--- config.mk ---
export PLATFORM = sky130hd
export DESIGN_NAME = frame_time_accumulator
export DESIGN_NICKNAME = d
export VERILOG_FILES = /design/src/design/ftacc_pkg.sv /design/src/design/ftacc_div.sv /design/src/design/ftacc_regs.sv /design/src/design/frame_time_accumulator.sv
export SDC_FILE = /design/constraint.sdc
export NUM_CORES = 2
export LEC_CHECK = 0
export BUFFER_PORTS_ARGS = -buffer_cell sky130_fd_sc_hd__buf_2
export CORE_UTILIZATION = 45
export CTS_BUF_LIST = sky130_fd_sc_hd__clkbuf_8
export CTS_CLUSTER_DIAMETER = 80
export DETAILED_ROUTE_END_ITERATION = 10
export GPL_TIMING_DRIVEN = 0
export PLACE_DENSITY_LB_ADDON = 0.05
export SLEW_MARGIN = 15
export SYNTH_ARGS = -nofsm -noshare
export SYNTH_HDL_FRONTEND = slang
export SYNTH_SLANG_ARGS = --single-unit
--- constraint.sdc ---
create_clock -name clk -period 49.8 [get_ports clk]
set_input_delay 14.94 -clock clk [delete_from_list [all_inputs] [get_ports clk]]
set_output_delay 14.94 -clock clk [all_outputs]
set_load 0.02 [all_outputs]
--- src/design/ftacc_pkg.sv ---
// shared types and constants of the frame time accumulator
package ftacc_pkg;

  localparam int FRAME_MS = 20;
  localparam int CLIP_MS = 300;
  localparam int DIV_W = 96;
  localparam int DVS_W = 36;
  localparam int CNT_W = $clog2(DIV_W);
  localparam int NUM_W = 88;

  localparam logic [25:0] STEP_ONE = 26'd16777216;
  localparam logic [31:0] STEP_MAX = 32'd50331648;
  localparam logic [31:0] STEP_MIN = 32'd168;
  localparam logic [31:0] STEP_FLOOR = 32'd167772;
  localparam logic [17:0] FPS_MAX = 18'd256000;
  localparam logic [23:0] SCALE_ONE = 24'd65536;

  typedef enum logic [2:0] {
    REQ_START  = 3'd0,
    REQ_TICK   = 3'd1,
    REQ_SUSP   = 3'd2,
    REQ_RESUME = 3'd3,
    REQ_STOP   = 3'd4
  } req_code_t;

  typedef struct packed {
    logic [2:0]  req_type;
    logic [63:0] counter_now;
    logic        user_pause;
    logic        code_pause;
    logic        snapshot_active;
  } in_req_t;

  typedef struct packed {
    logic [31:0] time_ms;
    logic [31:0] prev_time_ms;
    logic [31:0] prev2_time_ms;
    logic [31:0] prev3_time_ms;
    logic [31:0] prev4_time_ms;
    logic [31:0] unclipped_ms;
    logic [31:0] pause_mode_ms;
    logic [25:0] time_step;
    logic [25:0] old_time_step;
    logic [31:0] raw_time_step;
    logic [17:0] fps_q8;
    logic [31:0] frame_count;
  } out_res_t;

endpackage

--- src/design/ftacc_div.sv ---
// shared bit-serial restoring divider, one quotient bit per cycle
module ftacc_div import ftacc_pkg::*; (
  input  logic             clk,
  input  logic             rst_n,
  input  logic             start,
  input  logic [DIV_W-1:0] dividend,
  input  logic [DVS_W-1:0] divisor,
  output logic             done,
  output logic [DIV_W-1:0] quotient
);

  logic             busy_r, busy_nxt;
  logic             done_r, done_nxt;
  logic [CNT_W-1:0] cnt_r, cnt_nxt;
  logic [DVS_W-1:0] rem_r, rem_nxt;
  logic [DVS_W-1:0] dvs_r, dvs_nxt;
  logic [DIV_W-1:0] q_r, q_nxt;
  logic [DVS_W:0]   shifted;
  logic [DVS_W:0]   trial;

  assign shifted = {rem_r, q_r[DIV_W-1]};
  assign trial = shifted - {1'b0, dvs_r};

  always_comb begin
    busy_nxt = busy_r;
    done_nxt = 1'b0;
    cnt_nxt = cnt_r;
    rem_nxt = rem_r;
    dvs_nxt = dvs_r;
    q_nxt = q_r;
    if (start) begin
      busy_nxt = 1'b1;
      cnt_nxt = '0;
      rem_nxt = '0;
      dvs_nxt = divisor;
      q_nxt = dividend;
    end else if (busy_r) begin
      if (!trial[DVS_W]) begin
        rem_nxt = trial[DVS_W-1:0];
        q_nxt = {q_r[DIV_W-2:0], 1'b1};
      end else begin
        rem_nxt = shifted[DVS_W-1:0];
        q_nxt = {q_r[DIV_W-2:0], 1'b0};
      end
      cnt_nxt = cnt_r + 1'b1;
      if (cnt_r == CNT_W'(DIV_W - 1)) begin
        busy_nxt = 1'b0;
        done_nxt = 1'b1;
      end
    end
  end

  always_ff @(posedge clk) begin
    if (!rst_n) begin
      busy_r <= 1'b0;
      done_r <= 1'b0;
      cnt_r <= '0;
    end else begin
      busy_r <= busy_nxt;
      done_r <= done_nxt;
      cnt_r <= cnt_nxt;
    end
    rem_r <= rem_nxt;
    dvs_r <= dvs_nxt;
    q_r <= q_nxt;
  end

  assign done = done_r;
  assign quotient = q_r;

endmodule

--- src/design/ftacc_regs.sv ---
// configuration registers behind the apb port
module ftacc_regs import ftacc_pkg::*; (
  input  logic        clk,
  input  logic        rst_n,
  input  logic        psel,
  input  logic        penable,
  input  logic        pwrite,
  input  logic [2:0]  paddr,
  input  logic [31:0] pwdata,
  output logic [31:0] prdata,
  output logic [19:0] cycles_per_ms,
  output logic [23:0] time_scale
);

  logic [19:0] cpm_r, cpm_nxt;
  logic [23:0] scale_r, scale_nxt;
  logic        wr;

  assign wr = psel && penable && pwrite;

  always_comb begin
    cpm_nxt = cpm_r;
    scale_nxt = scale_r;
    if (wr) begin
      if (paddr[2]) scale_nxt = pwdata[23:0];
      else cpm_nxt = pwdata[19:0];
    end
  end

  always_ff @(posedge clk) begin
    if (!rst_n) begin
      cpm_r <= 20'd1;
      scale_r <= SCALE_ONE;
    end else begin
      cpm_r <= cpm_nxt;
      scale_r <= scale_nxt;
    end
  end

  assign prdata = paddr[2] ? {8'd0, scale_r} : {12'd0, cpm_r};
  assign cycles_per_ms = cpm_r;
  assign time_scale = scale_r;

endmodule

--- src/design/frame_time_accumulator.sv ---
// frame time accumulator top level: sequencer, clock state and result register
//
// each request on the in_ channel carries a request code and a 64-bit raw
// counter value; every accepted request gives exactly one result on the out_
// channel showing all clocks, history, time steps, fps and frame count after it.
// start, suspend, resume and stop take effect at once and their result
// passes through the pending flag into the output register once that is free.
// a frame tick runs two 32x24 partial products and an add, then uses one
// shared 96-step bit-serial divider up to three times (milliseconds, raw time
// step, fps); the raw time step division is skipped when paused.
// in_stall is high while a request is worked on or its result is pending;
// one finished result may wait in the output register while the next request
// is accepted. when out_stall and out_valid are high the result register holds
// and the sequencer waits before writing the following result.
// reset (synchronous, active low) puts the clocks and steps to their start
// values, cycles_per_ms to 1 and time_scale to 1.0.
// configuration is written through the apb port: cycles_per_ms at 0,
// time_scale at 4; pready is always high.
module frame_time_accumulator import ftacc_pkg::*; (
  input  logic        clk,
  input  logic        rst_n,
  input  logic        in_valid,
  output logic        in_stall,
  input  in_req_t     in_data,
  output logic        out_valid,
  input  logic        out_stall,
  output out_res_t    out_data,
  input  logic        psel,
  input  logic        penable,
  input  logic        pwrite,
  input  logic [2:0]  paddr,
  input  logic [31:0] pwdata,
  output logic [31:0] prdata,
  output logic        pready
);

  typedef enum logic [7:0] {
    S_IDLE = 8'b00000001,
    S_MUL0 = 8'b00000010,
    S_MUL1 = 8'b00000100,
    S_ADD  = 8'b00001000,
    S_DMS  = 8'b00010000,
    S_DRAW = 8'b00100000,
    S_DFPS = 8'b01000000,
    S_FIN  = 8'b10000000
  } st_t;

  st_t state_r, state_nxt;
  logic out_pend_r, out_pend_nxt;

  logic [19:0] cpm;
  logic [23:0] tscale;
  logic [19:0] cpm_eff;

  logic [31:0] clipped_r, clipped_nxt;
  logic [31:0] unclipped_r, unclipped_nxt;
  logic [31:0] pclk_r, pclk_nxt;
  logic [31:0] hist_r [4];
  logic [31:0] hist_nxt [4];
  logic [31:0] prev_unc_r, prev_unc_nxt;
  logic [63:0] ref_r, ref_nxt;
  logic [63:0] cap_r, cap_nxt;
  logic [7:0]  nest_r, nest_nxt;
  logic        run_r, run_nxt;
  logic [25:0] step_r, step_nxt;
  logic [25:0] step_old_r, step_old_nxt;
  logic [31:0] raw_r, raw_nxt;
  logic [31:0] frames_r, frames_nxt;
  logic [17:0] fps_r, fps_nxt;

  logic [63:0] delta_r, delta_nxt;
  logic [31:0] diff_r, diff_nxt;
  logic        paused_r, paused_nxt;
  logic        snap_r, snap_nxt;
  logic [55:0] plo_r, plo_nxt;
  logic [55:0] phi_r, phi_nxt;
  logic [NUM_W-1:0] num_r, num_nxt;
  logic        dstart_r, dstart_nxt;

  logic             out_valid_r, out_valid_nxt;
  out_res_t         out_data_r, out_data_nxt;

  logic [31:0]      mul_a;
  logic [23:0]      mul_b;
  logic [55:0]      prod;
  logic [DIV_W-1:0] div_dvd;
  logic [DVS_W-1:0] div_dvs;
  logic             div_done;
  logic [DIV_W-1:0] div_q;
  logic [31:0]      raw_sat;
  logic [31:0]      raw_fl;
  logic [31:0]      ms_clip;
  logic [7:0]       nest_inc;
  logic             accept;
  logic             out_free;

  ftacc_regs u_regs (
    .clk           (clk),
    .rst_n         (rst_n),
    .psel          (psel),
    .penable       (penable),
    .pwrite        (pwrite),
    .paddr         (paddr),
    .pwdata        (pwdata),
    .prdata        (prdata),
    .cycles_per_ms (cpm),
    .time_scale    (tscale)
  );

  ftacc_div u_div (
    .clk      (clk),
    .rst_n    (rst_n),
    .start    (dstart_r),
    .dividend (div_dvd),
    .divisor  (div_dvs),
    .done     (div_done),
    .quotient (div_q)
  );

  assign pready = 1'b1;
  assign cpm_eff = (cpm == 20'd0) ? 20'd1 : cpm;
  assign accept = in_valid && !in_stall;
  assign in_stall = (state_r != S_IDLE) || out_pend_r;
  assign out_free = !out_valid_r || !out_stall;

  assign mul_a = (state_r == S_MUL0) ? delta_r[31:0] : delta_r[63:32];
  assign mul_b = paused_r ? SCALE_ONE : tscale;
  assign prod = 56'(mul_a) * 56'(mul_b);

  always_comb begin
    div_dvd = 96'(num_r);
    div_dvs = {cpm_eff, 16'd0};
    unique case (state_r)
      S_DRAW: begin
        div_dvd = {num_r, 8'd0};
        div_dvs = 36'(cpm_eff) * 36'(FRAME_MS);
      end
      S_DFPS: begin
        div_dvd = 96'(FPS_MAX);
        div_dvs = 36'(diff_r);
      end
      default: begin
        div_dvd = 96'(num_r);
        div_dvs = {cpm_eff, 16'd0};
      end
    endcase
  end

  assign ms_clip = (div_q > 96'(CLIP_MS)) ? 32'(CLIP_MS) : div_q[31:0];
  assign raw_sat = (div_q[DIV_W-1:32] != '0) ? 32'hFFFFFFFF : div_q[31:0];
  assign raw_fl = (!snap_r && raw_sat < STEP_FLOOR) ? STEP_FLOOR : raw_sat;
  assign nest_inc = (nest_r != 8'd255) ? nest_r + 8'd1 : nest_r;

  always_comb begin
    state_nxt = state_r;
    out_pend_nxt = out_pend_r;
    clipped_nxt = clipped_r;
    unclipped_nxt = unclipped_r;
    pclk_nxt = pclk_r;
    hist_nxt = hist_r;
    prev_unc_nxt = prev_unc_r;
    ref_nxt = ref_r;
    cap_nxt = cap_r;
    nest_nxt = nest_r;
    run_nxt = run_r;
    step_nxt = step_r;
    step_old_nxt = step_old_r;
    raw_nxt = raw_r;
    frames_nxt = frames_r;
    fps_nxt = fps_r;
    delta_nxt = delta_r;
    diff_nxt = diff_r;
    paused_nxt = paused_r;
    snap_nxt = snap_r;
    plo_nxt = plo_r;
    phi_nxt = phi_r;
    num_nxt = num_r;
    dstart_nxt = 1'b0;
    out_valid_nxt = out_valid_r && out_stall;
    out_data_nxt = out_data_r;

    unique case (state_r)
      S_IDLE: begin
        if (accept) begin
          out_pend_nxt = 1'b1;
          unique case (in_data.req_type)
            REQ_START: begin
              clipped_nxt = '0;
              unclipped_nxt = 32'd1;
              pclk_nxt = 32'd1;
              for (int i = 0; i < 4; i++) hist_nxt[i] = '0;
              prev_unc_nxt = '0;
              ref_nxt = in_data.counter_now;
              nest_nxt = '0;
              run_nxt = 1'b0;
              step_nxt = STEP_ONE;
              step_old_nxt = STEP_ONE;
              frames_nxt = '0;
              fps_nxt = '0;
            end
            REQ_TICK: begin
              out_pend_nxt = 1'b0;
              state_nxt = S_MUL0;
              run_nxt = 1'b1;
              diff_nxt = unclipped_r - prev_unc_r;
              hist_nxt[3] = hist_r[2];
              hist_nxt[2] = hist_r[1];
              hist_nxt[1] = hist_r[0];
              hist_nxt[0] = clipped_r;
              prev_unc_nxt = unclipped_r;
              delta_nxt = in_data.counter_now - ref_r;
              ref_nxt = in_data.counter_now;
              paused_nxt = in_data.user_pause || in_data.code_pause;
              snap_nxt = in_data.snapshot_active;
            end
            REQ_SUSP: begin
              if (run_r) begin
                nest_nxt = nest_inc;
                if (nest_inc <= 8'd1) cap_nxt = in_data.counter_now;
              end
            end
            REQ_RESUME: begin
              if (run_r && nest_r != 8'd0) begin
                nest_nxt = nest_r - 8'd1;
                if (nest_r == 8'd1) ref_nxt = in_data.counter_now - cap_r + ref_r;
              end
            end
            REQ_STOP: begin
              for (int i = 0; i < 4; i++) hist_nxt[i] = clipped_r;
              run_nxt = 1'b0;
              prev_unc_nxt = unclipped_r;
            end
            default: ;
          endcase
        end
      end
      S_MUL0: begin
        plo_nxt = prod;
        state_nxt = S_MUL1;
      end
      S_MUL1: begin
        phi_nxt = prod;
        state_nxt = S_ADD;
      end
      S_ADD: begin
        num_nxt = NUM_W'(plo_r) + {phi_r, 32'd0};
        state_nxt = S_DMS;
        dstart_nxt = 1'b1;
      end
      S_DMS: begin
        if (div_done) begin
          pclk_nxt = pclk_r + div_q[31:0];
          if (paused_r) begin
            raw_nxt = '0;
            if (diff_r == '0) begin
              fps_nxt = FPS_MAX;
              state_nxt = S_FIN;
            end else begin
              state_nxt = S_DFPS;
              dstart_nxt = 1'b1;
            end
          end else begin
            unclipped_nxt = unclipped_r + div_q[31:0];
            clipped_nxt = clipped_r + ms_clip;
            state_nxt = S_DRAW;
            dstart_nxt = 1'b1;
          end
        end
      end
      S_DRAW: begin
        if (div_done) begin
          raw_nxt = raw_fl;
          if (diff_r == '0) begin
            fps_nxt = FPS_MAX;
            state_nxt = S_FIN;
          end else begin
            state_nxt = S_DFPS;
            dstart_nxt = 1'b1;
          end
        end
      end
      S_DFPS: begin
        if (div_done) begin
          fps_nxt = div_q[17:0];
          state_nxt = S_FIN;
        end
      end
      S_FIN: begin
        step_old_nxt = step_r;
        if (raw_r > STEP_MAX) step_nxt = STEP_MAX[25:0];
        else if (raw_r >= STEP_MIN) step_nxt = raw_r[25:0];
        else step_nxt = STEP_MIN[25:0];
        frames_nxt = frames_r + 32'd1;
        out_pend_nxt = 1'b1;
        state_nxt = S_IDLE;
      end
      default: state_nxt = S_IDLE;
    endcase

    if (out_pend_r && out_free) begin
      out_pend_nxt = 1'b0;
      out_valid_nxt = 1'b1;
      out_data_nxt.time_ms = clipped_r;
      out_data_nxt.prev_time_ms = hist_r[0];
      out_data_nxt.prev2_time_ms = hist_r[1];
      out_data_nxt.prev3_time_ms = hist_r[2];
      out_data_nxt.prev4_time_ms = hist_r[3];
      out_data_nxt.unclipped_ms = unclipped_r;
      out_data_nxt.pause_mode_ms = pclk_r;
      out_data_nxt.time_step = step_r;
      out_data_nxt.old_time_step = step_old_r;
      out_data_nxt.raw_time_step = raw_r;
      out_data_nxt.fps_q8 = fps_r;
      out_data_nxt.frame_count = frames_r;
    end
  end

  always_ff @(posedge clk) begin
    if (!rst_n) begin
      state_r <= S_IDLE;
      out_pend_r <= 1'b0;
      out_valid_r <= 1'b0;
      dstart_r <= 1'b0;
      clipped_r <= '0;
      unclipped_r <= 32'd1;
      pclk_r <= 32'd1;
      for (int i = 0; i < 4; i++) hist_r[i] <= '0;
      prev_unc_r <= '0;
      ref_r <= '0;
      cap_r <= '0;
      nest_r <= '0;
      run_r <= 1'b0;
      step_r <= STEP_ONE;
      step_old_r <= STEP_ONE;
      raw_r <= '0;
      frames_r <= '0;
      fps_r <= '0;
    end else begin
      state_r <= state_nxt;
      out_pend_r <= out_pend_nxt;
      out_valid_r <= out_valid_nxt;
      dstart_r <= dstart_nxt;
      clipped_r <= clipped_nxt;
      unclipped_r <= unclipped_nxt;
      pclk_r <= pclk_nxt;
      hist_r <= hist_nxt;
      prev_unc_r <= prev_unc_nxt;
      ref_r <= ref_nxt;
      cap_r <= cap_nxt;
      nest_r <= nest_nxt;
      run_r <= run_nxt;
      step_r <= step_nxt;
      step_old_r <= step_old_nxt;
      raw_r <= raw_nxt;
      frames_r <= frames_nxt;
      fps_r <= fps_nxt;
    end
    delta_r <= delta_nxt;
    diff_r <= diff_nxt;
    paused_r <= paused_nxt;
    snap_r <= snap_nxt;
    plo_r <= plo_nxt;
    phi_r <= phi_nxt;
    num_r <= num_nxt;
    out_data_r <= out_data_nxt;
  end

  assign out_valid = out_valid_r;
  assign out_data = out_data_r;

endmodule

**Yosys cells after proc, flatten, opt, wreduce, memory -nomap -nowiden**

Cells that the tools add are included.

- Register bits after elaboration: 1415
- Bits of input ports: 112

- Add/sub/neg operators: 13
- Multipliers: 2
- Magnitude comparators: 5
- Eq/ne operators: 27
- Multiplexer cells: 75
- Bitwise logic cells: 3
- Reductions and logical operators: 51

Operators with widths:

| cell | number |
|---|---|
| $mux W32 | 16 |
| $pmux W128 S3 | 1 |
| $pmux W32 S2 | 6 |
| $mux W96 | 2 |
| $pmux W96 S2 | 1 |
| $mux W64 | 2 |
| $pmux W64 S2 | 1 |
| $sub A64 B64 Y64 | 2 |
| $mux W18 | 7 |
| $mux W26 | 4 |
| $pmux W26 S2 | 2 |
| $add A32 B32 Y32 | 3 |
| $gt A96 B9 Y1 const B | 1 |
| $add A56 B88 Y88 | 1 |
| $mux W8 | 10 |
| $pmux W18 S4 | 1 |
| $pmux W36 S2 | 1 |
| $add A64 B64 Y64 | 1 |
| $reduce_bool A64 Y1 | 1 |
| $mul A32 B24 Y56 | 1 |
| $pmux W8 S7 | 1 |
| $mux W24 | 2 |
| $sub A37 B36 Y37 | 1 |
| $mux W36 | 1 |
| other kinds (49) | 107 |

**Logic depth before layout (Yosys ltp)**

- Depth in word-level cells: 7
- Mapped depth: 36

**Modules after synthesis**

A second synthesis with hierarchy kept.

- Cell total of the unflattened synthesis: 10002
- Area total of the unflattened synthesis: 96242.3 µm²

Modules (own cells, without submodules):

| module | instances | cells each | area each (µm²) | seq. area each (µm²) |
|---|---|---|---|---|
| frame_time_accumulator | 1 | 9019 | 85022.8 | 30469.2 |
| ftacc_div | 1 | 772 | 9172.5 | 4864.7 |
| ftacc_regs | 1 | 211 | 2047.0 | 880.8 |

**Worst setup path before layout**

No wires, ideal clock.

- Kind: input to register
- Start: input port out_stall
- End: register out_data_r, in the netlist out_data[0], enable pin
- Library setup time: 1.632 ns
- Arrival: 40.641 ns
- Required time: 48.168 ns
- Setup slack: 7.527 ns
- Cell stages on the path: 1
- Path buffers: 0
- Path through: a21boi_0

- Cells in the longest elaborated chain, start to end: 3

RTL lines:

| element | RTL line | text |
|---|---|---|
| start: declaration | frame_time_accumulator.sv:26 | `input logic out_stall,` |
| $logic_not A1 Y1 | frame_time_accumulator.sv:124 | `assign out_free = !out_valid_r \|\| !out_stall;` |
| $logic_or A1 B1 Y1 | frame_time_accumulator.sv:124 |  |
| $logic_and A1 B1 Y1 | frame_time_accumulator.sv:300 | `if (out_pend_r && out_free) begin` |
| end signal: assignment | frame_time_accumulator.sv:365 | `out_data_r <= out_data_nxt;` |
| end: declaration | frame_time_accumulator.sv:81 | `out_res_t out_data_r, out_data_nxt;` |

Every way passes these cells.
A chain may end at the register's enable or synchronous reset.

**Final worst setup path**

- Start: input port paddr[2]
- End: output port prdata[7]

- Cells in the longest elaborated chain, start to end: 1

RTL lines:

| element | RTL line | text |
|---|---|---|
| start: declaration | frame_time_accumulator.sv:31 | `input logic [2:0] paddr,` |
| $mux W24 | ftacc_regs.sv:40 | `assign prdata = paddr[2] ? {8'd0, scale_r} : {12'd0, cpm_r};` |
| end: declaration | frame_time_accumulator.sv:33 | `output logic [31:0] prdata,` |

Every way passes these cells.

==> metrics.txt <==
Non-Filler Instances 13.7k; Final Worst Setup Slack 17.60 ns; Critical Path AT 17.26 ns; syn avg cell area 9.60 sq um; Row Count 167; clk_lat worst skew 1.07 ns; Max-cap violations 0; port bufs 481; Reg2Reg Depth 33; top_reg_cell synth edfxtp_1; largest cells by area after synthesis edfxtp_1 25%, fa_1 15%, dfxtp_1 13%, ha_1 7.1%, inv_1 4.6%; final core occ 0.513; hold crit path type reg2reg; total I/O pin count 505; worst reg2reg setup slack 37.85 ns; routed len/inst 25.4 microns; synthesized netlist cell count 9850; pwr/cell area 27.9 mW/mm^2; initial antenna violation count 26; H-tree Lvls 5; Crit Path Max Fanout 10; clock buffer depth 4; FFs w/ async S/R, synth 0; largest net degree at the start of global routing 57; R2R Path Start state_r[5]; Hold Path Stages 0; hold path start plo_r[8]; final hold viol count 0; post-cts resize count 0; Worst-Margin Slew 1.24 ns; Peak VDD IR 0.0295 mV; hold worst-path end num_r[8]; Synth cell types 111; vias per cell 5.59; Cell Area, Placed 0.101 sq mm; Initial Util 0.455; CTS Sinks 1415; crit share post-route 0.647; TritonCTS clock tree built; WS Path Type in2out; Layout area overhead 12.8%; global-route wire length before repair 505000 microns; final WL 347000 microns; Via Count 76.5k; number of synthesized flops with an enable pin 788; Max stage delay on crit path 0.88 ns; cell repeated most along the worst path clkbuf_1; GR Util All Layers 0.325; Yosys Warn Count 0; #FFs+latches synth 1415; final setup violation count 0; first-pass iteration count of the detailed router 5; Die Y 460 microns; # fillers 19.5k; Slew headroom 0.149; worst slack, placed 17.62 ns; Slowest cell on crit path clkbuf_1; RSZ-0062 raised after global routing no; share of layout cells above drive strength 1 0.0933; dpl hpwl 278000 microns; Max Freq 31.1 MHz; Routed Antenna Nets 0; worst-path cell chain clkbuf_1 -> clkbuf_1 -> mux2_2 -> buf_2; Die ar. 0.212 sq mm; status finished, final reports clean; residual DRC count 0; die width 460 microns; leakage 45.9 nW; sequential share of the synthesized area 0.383; # Post-CTS Setup Buffers 0; post-synth top area cell edfxtp_1; placed insts 13.2k; WP data required 34.86 ns; DRT iter0 DRCs 6370; Max Clock Skew 0.104 ns; Final nets 12.0k; total congestion overflow 0; clock root cell clkbuf_8; Reg clk slew, reported paths 0.05 ns; Placer Congestion 0.994; fin. max-slew vios 0; Critical Path Sink Type output port; design area 0.107 sq mm; worst reg2reg path endpoint phi_r[41]; minimum clock period 32.20 ns; vias in the first global route 75.7k; Mapped Area 0.0945 sq mm; Yosys top cell area share 0.250; CTS Buf Count 274; Core Region 0.208 sq mm; startpoint types input port; hold_buf cts 0
==> state kept, by name, summed over array words and instances (netlist names), 36 cells and up <==
name            flops
cap_r              64
delta_r            64
hist_r            128
num_r              88
out_data          358
phi_r              56
plo_r              56
ref_r              64
u_div.dvs_r        36
u_div.quotient     96
u_div.rem_r        36
==> Yosys cell counts (all sizes together), types with 39 or more instances <==
cell    instances
xor2          146
a221oi        202
edfxtp        788
o21a           39
ha            534
clkbuf        454
o21bai         52
and3           47
nor3          181
a211oi         92
a21oi         624
nand3         189
nand2b         73
a31oi          52
nor2         1064
fa            729
a21o          230
mux2i          68
inv          1166
nand2        1133
nor4           58
buf            73
dfxtp         627
o211ai         43
xnor2         255
nand4          65
nor2b          74
a22oi         113
o21ai         303
==> routing by layer <==
metal | part of all wire | track usage | routed length [microns]
met2 | 0.47 | 0.529 | 162000
met4 | 0.050 | 0.150 | 17200
met3 | 0.068 | 0.0593 | 23500
met5 | 0.00039 | 0 | 135
met1 | 0.42 | 0.417 | 145000
==> power by group <==
| group | switching [mW] | total, mW | internal (mW) |
|---|---|---|---|
| logic | 0.363 | 0.551 | 0.188 |
| registers | 0.0262 | 1.31 | 1.28 |
| clock network | 0.508 | 1.11 | 0.603 |
==> cell families (layout without fill, tap and decap cells) <==
| group | Yosys count | count (layout) | synth area share |
|---|---|---|---|
| and+or+nand+nor | 3025 | 3025 | 0.139 |
| AOI/OAI and AO/OA | 1963 | 1963 | 0.138 |
| buffers and inverters | 1694 | 2682 | 0.0681 |
| DFF | 1415 | 1415 | 0.383 |
| adders and majority gates | 1263 | 1263 | 0.225 |
| xor gates and xnor gates | 401 | 401 | 0.0372 |
| muxes | 87 | 87 | 0.00946 |
| other | 2 | 49 | 0.0000795 |
==> stage by stage <==
step           power, mW  hold WS (ns)  TNS [ns]
2_1_floorplan       1.71         0.400         0
3_3_place_gp        1.91         0.401  -1618.54
3_5_place_dp        1.88         0.405         0
4_1_cts             2.99         0.389         0
5_1_grt             3.10         0.385         0
6_report            2.97         0.390         0
==> layout make-up <==
cell class                 instances  area [sq um]  share of cell area
sequential                      1415         36200               0.340
tap                             2788          3490              0.0327
antenna                           18          45.0            0.000423
clock buffer                     314          4320              0.0405
clock inverter                   159           808             0.00758
multi-input combinational       6770         52100               0.489
buffer                           527          2070              0.0194
inverter                        1167          4380              0.0411
timing repair buffer             515          3170              0.0298
==> worst max-delay path, delay by kind of cell <==
family	cells	cell delay [ns]
muxes	1	0.48
buffers and inverters	3	1.81
==> worst max path at each step <==
stage | startpoint | endpoint | slack, ns | cells after the start
after floorplan | out_stall | out_data[0] | 7.53 | 1
after global placement | out_stall | out_data[29] | -4.57 | 2
after detailed placement | paddr[2] | prdata[8] | 17.62 | 4
after CTS | paddr[2] | prdata[8] | 17.61 | 4
after global routing | paddr[2] | prdata[8] | 17.55 | 4
final | paddr[2] | prdata[7] | 17.60 | 4
==> layout by cell type (no fill, tap or decap), drive strengths merged, types with 58 or more instances in the layout <==
| master | instances |
|---|---|
| inv | 1272 |
| nand2 | 1133 |
| nor2 | 1064 |
| edfxtp | 788 |
| clkbuf | 768 |
| fa | 729 |
| dfxtp | 627 |
| a21oi | 624 |
| buf | 588 |
| ha | 534 |
| o21ai | 303 |
| xnor2 | 255 |
| a21o | 230 |
| a221oi | 202 |
| nand3 | 189 |
| nor3 | 181 |
| xor2 | 146 |
| a22oi | 113 |
| a211oi | 92 |
| nor2b | 74 |
| nand2b | 73 |
| mux2i | 68 |
| nand4 | 65 |
| nor4 | 58 |
Note: power is estimated with default switching activity, not from simulation.
